## src/rrqs_pkg.sv

```systemverilog
// Shared constants, payload types and queue control types of the round-robin scheduler.
package rrqs_pkg;

  // Number of task slots and the widths that follow from it.
  localparam int MAX_TASKS = 64;
  localparam int IDX_W     = $clog2(MAX_TASKS);
  localparam int CNT_W     = $clog2(MAX_TASKS + 1);

  // Fixed field widths.
  localparam int TASK_W = 6;
  localparam int QT_W   = 6;

  // Input event codes.
  localparam logic [1:0] MODE_ADMIT = 2'd0;
  localparam logic [1:0] MODE_TICK  = 2'd1;
  localparam logic [1:0] MODE_EXIT  = 2'd2;

  // Result action codes.
  localparam logic [1:0] ACT_STOP   = 2'd0;
  localparam logic [1:0] ACT_FIRST  = 2'd1;
  localparam logic [1:0] ACT_RESUME = 2'd2;
  localparam logic [1:0] ACT_REJECT = 2'd3;

  typedef struct packed {
    logic [1:0]        mode;
    logic [TASK_W-1:0] task_id;
  } in_item_t;

  typedef struct packed {
    logic [1:0]        action;
    logic [TASK_W-1:0] target_task;
    logic              last;
  } out_item_t;

  // Requests from the sequencer to the ready queue.
  typedef struct packed {
    logic              push;
    logic              pop;
    logic [TASK_W-1:0] push_slot;
  } fifo_cmd_t;

  // Ready queue status; pop_slot is valid the cycle after a pop.
  typedef struct packed {
    logic              full;
    logic              empty;
    logic [TASK_W-1:0] pop_slot;
  } fifo_stat_t;

endpackage

```

## src/rrqs_ram.sv

```systemverilog
// Generic single-write, single-read RAM with a registered read port.
module rrqs_ram #(
  parameter int WIDTH = 8,
  parameter int DEPTH = 64
) (
  input  logic                     clk,
  input  logic                     we,
  input  logic [$clog2(DEPTH)-1:0] waddr,
  input  logic [WIDTH-1:0]         wdata,
  input  logic                     re,
  input  logic [$clog2(DEPTH)-1:0] raddr,
  output logic [WIDTH-1:0]         rdata
);

  logic [WIDTH-1:0] mem [DEPTH];

  // Write port, and read port that holds its data until the next read.
  always_ff @(posedge clk) begin
    if (we) begin
      mem[waddr] <= wdata;
    end
    if (re) begin
      rdata <= mem[raddr];
    end
  end

endmodule

```

## src/rrqs_fifo.sv

```systemverilog
// Ready queue of task slots: head, tail and fill count around a RAM.
module rrqs_fifo
  import rrqs_pkg::*;
(
  input  logic       clk,
  input  logic       rst_n,
  input  fifo_cmd_t  cmd,
  output fifo_stat_t stat
);

  logic [IDX_W-1:0] head_r, head_nxt;
  logic [IDX_W-1:0] tail_r, tail_nxt;
  logic [CNT_W-1:0] cnt_r,  cnt_nxt;
  logic [TASK_W-1:0] rd_slot;

  // Pointer and count updates; a push and a pop in one cycle leave the count alone.
  always_comb begin
    head_nxt = head_r;
    tail_nxt = tail_r;
    cnt_nxt  = cnt_r;
    if (cmd.pop) begin
      head_nxt = (head_r == IDX_W'(MAX_TASKS - 1)) ? '0 : head_r + 1'b1;
    end
    if (cmd.push) begin
      tail_nxt = (tail_r == IDX_W'(MAX_TASKS - 1)) ? '0 : tail_r + 1'b1;
    end
    unique case ({cmd.push, cmd.pop})
      2'b10:   cnt_nxt = cnt_r + 1'b1;
      2'b01:   cnt_nxt = cnt_r - 1'b1;
      default: cnt_nxt = cnt_r;
    endcase
  end

  always_ff @(posedge clk) begin
    if (!rst_n) begin
      head_r <= '0;
      tail_r <= '0;
      cnt_r  <= '0;
    end else begin
      head_r <= head_nxt;
      tail_r <= tail_nxt;
      cnt_r  <= cnt_nxt;
    end
  end

  // Slot storage; a read and a write at one address return the old entry.
  rrqs_ram #(
    .WIDTH (TASK_W),
    .DEPTH (MAX_TASKS)
  ) u_ram (
    .clk   (clk),
    .we    (cmd.push),
    .waddr (tail_r),
    .wdata (cmd.push_slot),
    .re    (cmd.pop),
    .raddr (head_r),
    .rdata (rd_slot)
  );

  // Status: full, empty and the slot read by the last pop.
  assign stat = {(cnt_r == CNT_W'(MAX_TASKS)), (cnt_r == '0), rd_slot};

  // The sequencer never pops an empty queue.
  a_no_pop_empty: assert property (@(posedge clk) disable iff (!rst_n)
    cmd.pop |-> (cnt_r != '0))
    else $error("ready queue popped while empty");

  // A lone push never goes into a full queue.
  a_no_push_full: assert property (@(posedge clk) disable iff (!rst_n)
    (cmd.push && !cmd.pop) |-> (cnt_r != CNT_W'(MAX_TASKS)))
    else $error("ready queue pushed while full");

endmodule

```

## src/rrqs_ctrl.sv

```systemverilog
// Scheduling sequencer: task flags, running task, quantum count and dispatch search.
module rrqs_ctrl
  import rrqs_pkg::*;
(
  input  logic             clk,
  input  logic             rst_n,
  input  logic             in_valid,
  output logic             in_ready,
  input  in_item_t         in_item,
  input  logic [QT_W-1:0]  quantum,
  output fifo_cmd_t        fifo_cmd,
  input  fifo_stat_t       fifo_stat,
  output logic             res_valid,
  input  logic             res_ready,
  output out_item_t        res_item
);

  localparam logic [2:0] S_IDLE  = 3'd0;
  localparam logic [2:0] S_POP   = 3'd1;
  localparam logic [2:0] S_CHECK = 3'd2;
  localparam logic [2:0] S_STOP  = 3'd3;
  localparam logic [2:0] S_DISP  = 3'd4;
  localparam logic [2:0] S_REJ   = 3'd5;

  logic [2:0]           state_r,     state_nxt;
  logic [MAX_TASKS-1:0] alive_r,     alive_nxt;
  logic [MAX_TASKS-1:0] ns_r,        ns_nxt;
  logic [IDX_W-1:0]     run_task_r,  run_task_nxt;
  logic                 run_valid_r, run_valid_nxt;
  logic [QT_W-1:0]      ticks_r,     ticks_nxt;
  logic                 stop_pend_r, stop_pend_nxt;
  logic                 found_r,     found_nxt;
  logic                 have_pop_r,  have_pop_nxt;
  logic [TASK_W-1:0]    stop_task_r, stop_task_nxt;
  logic [TASK_W-1:0]    disp_task_r, disp_task_nxt;
  logic [1:0]           disp_act_r,  disp_act_nxt;
  logic [TASK_W-1:0]    rej_task_r,  rej_task_nxt;

  logic             accept;
  logic             in_rng;
  logic [IDX_W-1:0] in_idx;
  logic [IDX_W-1:0] pop_idx;

  assign in_ready = (state_r == S_IDLE);
  assign accept   = in_valid && in_ready;
  assign in_rng   = (32'(in_item.task_id) < MAX_TASKS);
  assign in_idx   = IDX_W'(in_item.task_id);
  assign pop_idx  = IDX_W'(fifo_stat.pop_slot);

  // Sequencer: event decode, then one pop and one liveness check per queue entry.
  always_comb begin
    state_nxt     = state_r;
    alive_nxt     = alive_r;
    ns_nxt        = ns_r;
    run_task_nxt  = run_task_r;
    run_valid_nxt = run_valid_r;
    ticks_nxt     = ticks_r;
    stop_pend_nxt = stop_pend_r;
    found_nxt     = found_r;
    have_pop_nxt  = have_pop_r;
    stop_task_nxt = stop_task_r;
    disp_task_nxt = disp_task_r;
    disp_act_nxt  = disp_act_r;
    rej_task_nxt  = rej_task_r;
    fifo_cmd      = '0;
    res_valid     = 1'b0;
    res_item      = '0;

    unique case (state_r)
      S_IDLE: begin
        if (accept) begin
          unique case (in_item.mode)
            MODE_ADMIT: begin
              if (!in_rng || fifo_stat.full) begin
                rej_task_nxt = in_item.task_id;
                state_nxt    = S_REJ;
              end else begin
                alive_nxt[in_idx]  = 1'b1;
                ns_nxt[in_idx]     = 1'b1;
                fifo_cmd.push      = 1'b1;
                fifo_cmd.push_slot = in_item.task_id;
              end
            end
            MODE_TICK: begin
              stop_pend_nxt = 1'b0;
              found_nxt     = 1'b0;
              have_pop_nxt  = 1'b0;
              state_nxt     = S_POP;
              if (run_valid_r && alive_r[run_task_r]) begin
                if (ticks_r > QT_W'(1)) begin
                  ticks_nxt = ticks_r - 1'b1;
                  state_nxt = S_IDLE;
                end else begin
                  // Quantum used up: stop and requeue, popping first if the queue is full.
                  stop_pend_nxt      = 1'b1;
                  stop_task_nxt      = TASK_W'(run_task_r);
                  fifo_cmd.push      = 1'b1;
                  fifo_cmd.push_slot = TASK_W'(run_task_r);
                  if (fifo_stat.full) begin
                    fifo_cmd.pop = 1'b1;
                    have_pop_nxt = 1'b1;
                  end
                  run_valid_nxt = 1'b0;
                end
              end else begin
                run_valid_nxt = 1'b0;
              end
            end
            MODE_EXIT: begin
              if (in_rng) begin
                alive_nxt[in_idx] = 1'b0;
              end
            end
            default: begin
            end
          endcase
        end
      end

      S_POP: begin
        if (have_pop_r) begin
          have_pop_nxt = 1'b0;
          state_nxt    = S_CHECK;
        end else if (!fifo_stat.empty) begin
          fifo_cmd.pop = 1'b1;
          state_nxt    = S_CHECK;
        end else begin
          state_nxt = stop_pend_r ? S_STOP : S_IDLE;
        end
      end

      S_CHECK: begin
        if (alive_r[pop_idx]) begin
          run_task_nxt    = pop_idx;
          run_valid_nxt   = 1'b1;
          ticks_nxt       = quantum;
          disp_act_nxt    = ns_r[pop_idx] ? ACT_FIRST : ACT_RESUME;
          ns_nxt[pop_idx] = 1'b0;
          disp_task_nxt   = fifo_stat.pop_slot;
          found_nxt       = 1'b1;
          state_nxt       = stop_pend_r ? S_STOP : S_DISP;
        end else begin
          state_nxt = S_POP;
        end
      end

      S_STOP: begin
        res_valid            = 1'b1;
        res_item.action      = ACT_STOP;
        res_item.target_task = stop_task_r;
        res_item.last        = !found_r;
        if (res_ready) begin
          state_nxt = found_r ? S_DISP : S_IDLE;
        end
      end

      S_DISP: begin
        res_valid            = 1'b1;
        res_item.action      = disp_act_r;
        res_item.target_task = disp_task_r;
        res_item.last        = 1'b1;
        if (res_ready) begin
          state_nxt = S_IDLE;
        end
      end

      S_REJ: begin
        res_valid            = 1'b1;
        res_item.action      = ACT_REJECT;
        res_item.target_task = rej_task_r;
        res_item.last        = 1'b1;
        if (res_ready) begin
          state_nxt = S_IDLE;
        end
      end

      default: begin
        state_nxt = S_IDLE;
      end
    endcase
  end

  // Control state with reset.
  always_ff @(posedge clk) begin
    if (!rst_n) begin
      state_r     <= S_IDLE;
      alive_r     <= '0;
      ns_r        <= '0;
      run_task_r  <= '0;
      run_valid_r <= 1'b0;
      ticks_r     <= '0;
      stop_pend_r <= 1'b0;
      found_r     <= 1'b0;
      have_pop_r  <= 1'b0;
    end else begin
      state_r     <= state_nxt;
      alive_r     <= alive_nxt;
      ns_r        <= ns_nxt;
      run_task_r  <= run_task_nxt;
      run_valid_r <= run_valid_nxt;
      ticks_r     <= ticks_nxt;
      stop_pend_r <= stop_pend_nxt;
      found_r     <= found_nxt;
      have_pop_r  <= have_pop_nxt;
    end
  end

  // Result payload registers.
  always_ff @(posedge clk) begin
    stop_task_r <= stop_task_nxt;
    disp_task_r <= disp_task_nxt;
    disp_act_r  <= disp_act_nxt;
    rej_task_r  <= rej_task_nxt;
  end

  // No result is offered while a new event can be taken.
  a_idle_quiet: assert property (@(posedge clk) disable iff (!rst_n)
    in_ready |-> !res_valid)
    else $error("result offered while idle");

  // A dispatch always names the task now recorded as running.
  a_disp_running: assert property (@(posedge clk) disable iff (!rst_n)
    (res_valid && (res_item.action == ACT_FIRST || res_item.action == ACT_RESUME))
      |-> (run_valid_r && (TASK_W'(run_task_r) == res_item.target_task)))
    else $error("dispatch does not match running task");

endmodule

```

## src/round_robin_quantum_scheduler_top.sv

```systemverilog
// Top level of the round-robin time-slice scheduler: ready queue, sequencer, quantum register and result register.
// Admit and exit leave the sequencer idle; a rejected admit gives one reject beat.
// A tick that only counts down also leaves it idle; any other examines queue entries one by one
// (a pop and a liveness check through the ready-queue RAM's single read port) until a live one
// is found or the queue runs dry, and offers its beats; then the next event can be taken.
// Synchronous active-low reset empties the queue, clears all task flags and sets the quantum to 1.
module round_robin_quantum_scheduler_top
  import rrqs_pkg::*;
(
  input  logic            clk,
  input  logic            rst_n,
  input  logic            in_valid,
  output logic            in_ready,
  input  in_item_t        in_item,
  output logic            out_valid,
  input  logic            out_ready,
  output out_item_t       out_item,
  input  logic            cfg_valid,
  output logic            cfg_ready,
  input  logic [QT_W-1:0] cfg_data
);

  logic [QT_W-1:0] quantum_r;
  logic            out_valid_r;
  out_item_t       out_item_r;
  fifo_cmd_t       fifo_cmd;
  fifo_stat_t      fifo_stat;
  logic            res_valid;
  logic            res_ready;
  out_item_t       res_item;

  // Quantum register; writes are always taken.
  assign cfg_ready = 1'b1;

  always_ff @(posedge clk) begin
    if (!rst_n) begin
      quantum_r <= QT_W'(1);
    end else if (cfg_valid) begin
      quantum_r <= cfg_data;
    end
  end

  rrqs_fifo u_fifo (
    .clk   (clk),
    .rst_n (rst_n),
    .cmd   (fifo_cmd),
    .stat  (fifo_stat)
  );

  rrqs_ctrl u_ctrl (
    .clk       (clk),
    .rst_n     (rst_n),
    .in_valid  (in_valid),
    .in_ready  (in_ready),
    .in_item   (in_item),
    .quantum   (quantum_r),
    .fifo_cmd  (fifo_cmd),
    .fifo_stat (fifo_stat),
    .res_valid (res_valid),
    .res_ready (res_ready),
    .res_item  (res_item)
  );

  // Output register: a new beat loads when the register is empty or being drained.
  assign res_ready = !out_valid_r || out_ready;

  always_ff @(posedge clk) begin
    if (!rst_n) begin
      out_valid_r <= 1'b0;
    end else if (res_ready) begin
      out_valid_r <= res_valid;
    end
  end

  always_ff @(posedge clk) begin
    if (res_ready && res_valid) begin
      out_item_r <= res_item;
    end
  end

  assign out_valid = out_valid_r;
  assign out_item  = out_item_r;

endmodule

```

## config.mk

```make
export PLATFORM = sky130hd
export DESIGN_NAME = round_robin_quantum_scheduler_top
export DESIGN_NICKNAME = d
export VERILOG_FILES = /design/src/rrqs_pkg.sv /design/src/rrqs_ram.sv /design/src/rrqs_fifo.sv /design/src/rrqs_ctrl.sv /design/src/round_robin_quantum_scheduler_top.sv
export SDC_FILE = /design/constraint.sdc
export NUM_CORES = 1
export LEC_CHECK = 0
export BUFFER_PORTS_ARGS = -buffer_cell sky130_fd_sc_hd__buf_2
export CELL_PAD_IN_SITES_DETAIL_PLACEMENT = 1
export CELL_PAD_IN_SITES_GLOBAL_PLACEMENT = 1
export CORE_ASPECT_RATIO = 1.4
export CORE_MARGIN = 3
export CORE_UTILIZATION = 57
export DETAILED_ROUTE_END_ITERATION = 10
export PLACE_DENSITY = 0.9
export SKIP_LAST_GASP = 1
export SYNTH_ARGS = -nofsm -noshare
export SYNTH_HDL_FRONTEND = slang
export SYNTH_HIERARCHICAL = 1
export SYNTH_SLANG_ARGS = --single-unit
```

## constraint.sdc

```tcl
create_clock -name clk -period 13.33 [get_ports clk]
set_input_delay 1.333 -clock clk [delete_from_list [all_inputs] [get_ports clk]]
set_output_delay 1.333 -clock clk [all_outputs]
set_load 0.005 [all_outputs]
```

Word-level counts from Yosys, hierarchy flattened
Memories as Yosys holds them, arrays and structs flattened. A register that Yosys moved wholly into a read port is not among the register bits.
Index checks and enable logic that the tools add are counted.
Widths: inputs -> output; s select.
{"block": "totals", "regBits": 202, "latchBits": 0, "ram_bits": 384, "romBits": 0, "inputBits": 19, "memories": 1}
{"block": "op_classes", "add_sub_neg": 5, "mul": 0, "div": 0, "order_cmp": 6, "eq_ne": 25, "n_shift": 0, "mux": 75, "n_bitwise": 7, "reduce_logical": 28}
{"memory": "u_fifo.u_ram.mem", "depth": 64, "width": 6, "read_ports": 1, "rd_ports_with_merged_regs": 1, "wr": 1, "line_no": "rrqs_ram.sv:15", "source": "logic [WIDTH-1:0] mem [DEPTH];"}
{"cell": "$mux 64", "n": 5}
{"cell": "$pmux 64 s2", "n": 2}
{"cell": "$and 64x64->64", "n": 2}
{"cell": "$not 64->64", "n": 2}
{"cell": "$or 64x64->64", "n": 2}
{"cell": "$mux 6", "n": 9}
{"cell": "$mux 3", "n": 10}
{"cell": "$mux 1", "n": 28}
{"cell": "$pmux 9 s3", "n": 1}
{"cell": "$mux 8", "n": 3}
{"cell": "$pmux 6 s2", "n": 2}
{"cell": "$lt 6x7->1 const B", "n": 3}
{"cell": "$reduce_and 5->1", "n": 4}
{"cell": "$bmux 1 s6", "n": 3}
{"cell": "$ne 2x2->1 const B", "n": 8}
{"cell": "$pmux 3 s5", "n": 1}
{"cell": "$pmux 7 s2", "n": 1}
{"cell": "$add 6x1->6 const B", "n": 2}
{"cell": "$demux 1 s6", "n": 2}
{"cell": "$eq 6x6->1 const B", "n": 2}
{"cell": "$ge 6x1->1 const B", "n": 2}
{"cell": "$reduce_and 4->1", "n": 3}
{"cell": "$pmux 1 s2", "n": 5}
{"cell": "$ne 3x3->1 const B", "n": 3}
{"cell": "other kinds (26)", "n": 41}

Depth between registers and ports, before layout
{"block": "logic_depth", "word_depth": 9, "mapped_depth": 19, "depth_no_buf": 16}

Cells and area by module
The synthesis kept the hierarchy.
{"mod": "rrqs_ram", "n_inst": 1, "cells_each": 729, "area_per_inst_um2": 15265.9, "seq_area_each_um2": 11711.2}
{"mod": "rrqs_ctrl", "n_inst": 1, "cells_each": 973, "area_per_inst_um2": 8578.2, "seq_area_each_um2": 3543.4}
{"mod": "rrqs_fifo", "n_inst": 1, "cells_each": 131, "area_per_inst_um2": 1142.3, "seq_area_each_um2": 380.4}
{"mod": "round_robin_quantum_scheduler_top", "n_inst": 1, "cells_each": 35, "area_per_inst_um2": 559.3, "seq_area_each_um2": 410.4}

Worst setup path before layout
No wires, ideal clock.
{"block": "synth_timing", "kind": "in2reg", "start": "in in_item[6] (netlist name)", "end": "reg u_fifo.cnt_r[4]", "setup_ns": 0.072, "t_arrival_ns": 4.695, "required_ns": 13.258, "slack_ns": 8.563, "path_stages": 13, "n_path_buf": 1, "cell_sequence": "nor2b_1 > nand3_1 > nor3_2 > nand2_1 > o21ai_0 > ha_1 > buf_4 > xor2_1 > ha_1 > o22ai_1 > nor3_1 > mux2i_1 > mux2i_1"}
{"item": "from (decl)", "line_no": "round_robin_quantum_scheduler_top.sv:14", "source": "input in_item_t in_item,"}
{"item": "to (signal assigned)", "line_no": "rrqs_fifo.sv:42", "source": "cnt_r <= cnt_nxt;"}
{"item": "to (decl)", "line_no": "rrqs_fifo.sv:13", "source": "logic [CNT_W-1:0] cnt_r, cnt_nxt;"}

==> reports/qor.yml <==
status: "complete, no violations"
synth_cells: 1868
ioPinCount: 31
fin_nets: 1868
wl_per_cell_um: 32.2
synth_area_mm2: 0.0255
cap_violations: 0
critical-path-max-stage-delay_ns: 1.03
cp.arrival_ns: 6.46
worstPathRequired_ns: 13.87
synth_ff_type: "edfxtp_1"
drtIter0Drc: 2033
grt_max_degree: 77
postCtsResizedCells: 0
power.leakage_nw: 9.30
endpoint: "u_fifo/cnt_r[4]"
fmax_mhz: 169
synth_edf_count: 419
cp_cell_sequence: "mux4_2, mux2i_1, a2111o_1, o41ai_1, o21ai_1, nor3_2, nand2_1, o21ai_1, buf_4, ha_1, xor2_1, ha_1, o22ai_1, nor3_1, mux2i_1, mux2i_1"
skew_ns: 0.0222
hold_class: "reg -> reg"
critPathLaunchType: "flop"
crit_path_end_kind: "flop"
utilization_pct: 62.7
clockBufferDepth: 3
area_delta_synth_final_pct: 8.51
tns_ns: 0
final_antenna_net_count: 0
htreeDepth: 2
start_util_pct: 57.8
slew_viol_final: 0
drt_wl_total_um: 78500
drc: 0
crit_type: "reg -> reg"
worst-path-stages: 16
grt_overflow_total: 0
drive_gt1_share_pct: 16.4
die-area_mm2: 0.0474
n_antenna_cell: 0
fillers: 4111
reg2reg_depth: 16
firstDrtPassIters: 6
rsz0062_at_grt: "no"
whs_ns: 0.476
place_inst: 2344
track_usage_pct: 33.3
insertion_delay_ns: 0.62
grt_pass1_vias: 18260
worst_slew_pin_slew_ns: 1.21
layout_commonest_cell: "edfxtp_1"
die_y_um: 256
setup_viol: 0
cts_tree: "done"
cts.sinks: 592
rows: 91
cts_hold_buf: 0
globalplace.congestion: 0.939
fin_cells: 2441
ir_drop_mv: 0.126
multi_input_area_mm2: 0.00879
die_width_um: 185
clockRootBuffer: "clkbuf_16"
r2r-start: "u_ctrl/run_task_r[1]"
power_density_mw_per_mm2: 135
core_mm2: 0.0442
path_buf_inv: 1
final_cell_mix: "edfxtp_1, nor2_1, dfxtp_1"
vias: 17394
vias_per_cell: 7.13
synth.avg_cell_area_um2: 13.7
path_delay_family: "simple AND/OR/NAND/NOR gates"
critPathLaunch: "u_ctrl/run_task_r[1]"
rrSetupSlack_ns: 7.41
crit_path_top_delay_cell: "dfxtp_1"
min_period_over_period_pct: 44.4
finalPower_mw: 3.73
grt_pass1_wl_um: 118000
worst_r2r_endpoint: "u_fifo/cnt_r[4]"
cts_setup_buffers: 0
synth.distinct_cells: 83
synth-seq-cells: 592
yosysSeqAreaShare_pct: 62.8
finalHoldViolations: 0
dp_hpwl_um: 48000
synth-async-reset-ratio_pct: 0
slew_headroom_pct: 18.7
crit_top_cell: "mux2i_1"
clkTransAtPathRegs_ns: 0.07
numCtsBuffers: 54
antenna_found_initial: 0
synth_warnings: 6
io_buffers: 29
regArea_mm2: 0.0161
worst-path-max-fanout: 21
period_needed_ns: 5.92
synth_nets: 1894
-- per-layer routing --
| layer | vias up | global-route usage [%] | share of wire (%) |
|---|---|---|---|
| met5 | - | 0 | 0 |
| met1 | 8760 | 39.0 | 33 |
| met4 | 0 | 21.6 | 8.7 |
| met3 | 389 | 6.14 | 8.1 |
| li1 | 7127 | - | - |
| met2 | 1118 | 56.0 | 50 |
-- worst register-to-register path, stage by stage, from the launching register on --
cell	delay (ns)
dfxtp_1	1.03
mux4_2	0.41
mux2i_1	0.08
a2111o_1	0.47
o41ai_1	0.08
o21ai_1	0.28
nor3_2	0.87
nand2_1	0.22
o21ai_1	0.14
buf_4	0.26
ha_1	0.61
xor2_1	0.24
ha_1	0.27
o22ai_1	0.14
nor3_1	0.26
mux2i_1	0.26
mux2i_1	0.23
-- synth_stat cells, types with 9 or more instances --
master / n / area share, %
clkbuf_1: 69 / 1.0
o22ai_1: 12 / 0.29
nor3_1: 15 / 0.29
mux2_2: 10 / 0.44
o21ai_1: 12 / 0.24
dfxtp_1: 173 / 14
o21ai_0: 167 / 3.3
and2_1: 17 / 0.42
buf_4: 14 / 0.41
buf_1: 14 / 0.21
mux4_2: 136 / 12
xnor2_1: 10 / 0.34
edfxtp_1: 419 / 49
buf_2: 25 / 0.49
nor2b_1: 15 / 0.37
nand3_1: 29 / 0.57
nand2b_1: 13 / 0.32
o311ai_0: 21 / 0.72
a31oi_1: 11 / 0.27
nor2_1: 179 / 2.6
or3_1: 19 / 0.47
inv_1: 21 / 0.31
mux2i_1: 49 / 1.9
a21oi_1: 94 / 1.8
a221oi_1: 9 / 0.31
nand2_1: 133 / 2.0
nand3b_1: 14 / 0.41
-- where the power goes --
group,internal (mW),switching (mW)
clock network,0.909,0.697
logic,0.0472,0.0998
registers,1.96,0.0124
total,2.92,0.809
-- cells by family (layout without fill, tap and decap cells) --
logic type	Yosys count	in the layout	synth area share (%)
compound gates	422	422	10.3
flops	592	592	62.8
xor+xnor	15	15	0.514
buf+inv	153	168	2.81
fa+ha+maj	7	7	0.343
mux	195	195	14.4
simple gates	483	483	8.84
other cells	1	1	0.0147
-- area by class of cell --
cell class              instances  share of cell area (%)
clock buffers                  68                    5.25
clock inverters                29                    1.22
inverters                      23                   0.311
multi-input cells            1123                    31.7
flip-flops and latches        592                    57.9
well taps                     558                    2.52
repair buffers                 48                    1.05
-- worst min-delay path by stage --
| stage | from | to | cells past startpoint |
|---|---|---|---|
| after floorplan | u_ctrl/run_task_r[0] | u_ctrl/stop_task_r[0] | 0 |
| after global placement | u_ctrl/ns_r[59] | u_ctrl/ns_r[59] | 1 |
| after detailed placement | u_ctrl/ns_r[11] | u_ctrl/ns_r[11] | 1 |
| after CTS | u_ctrl/ns_r[35] | u_ctrl/ns_r[35] | 1 |
| after global routing | u_ctrl/ns_r[35] | u_ctrl/ns_r[35] | 1 |
| final | u_ctrl/ns_r[35] | u_ctrl/ns_r[35] | 1 |
-- metrics by stage --
stage	instance area (µm²)	setup slack, ns
after floorplan	25500	8.56
after global placement	25900	7.97
after detailed placement	25900	7.73
after CTS	27700	7.51
after global routing	27700	6.94
final	27700	7.41
No activity file was read; power rests on OpenSTA's default activity.
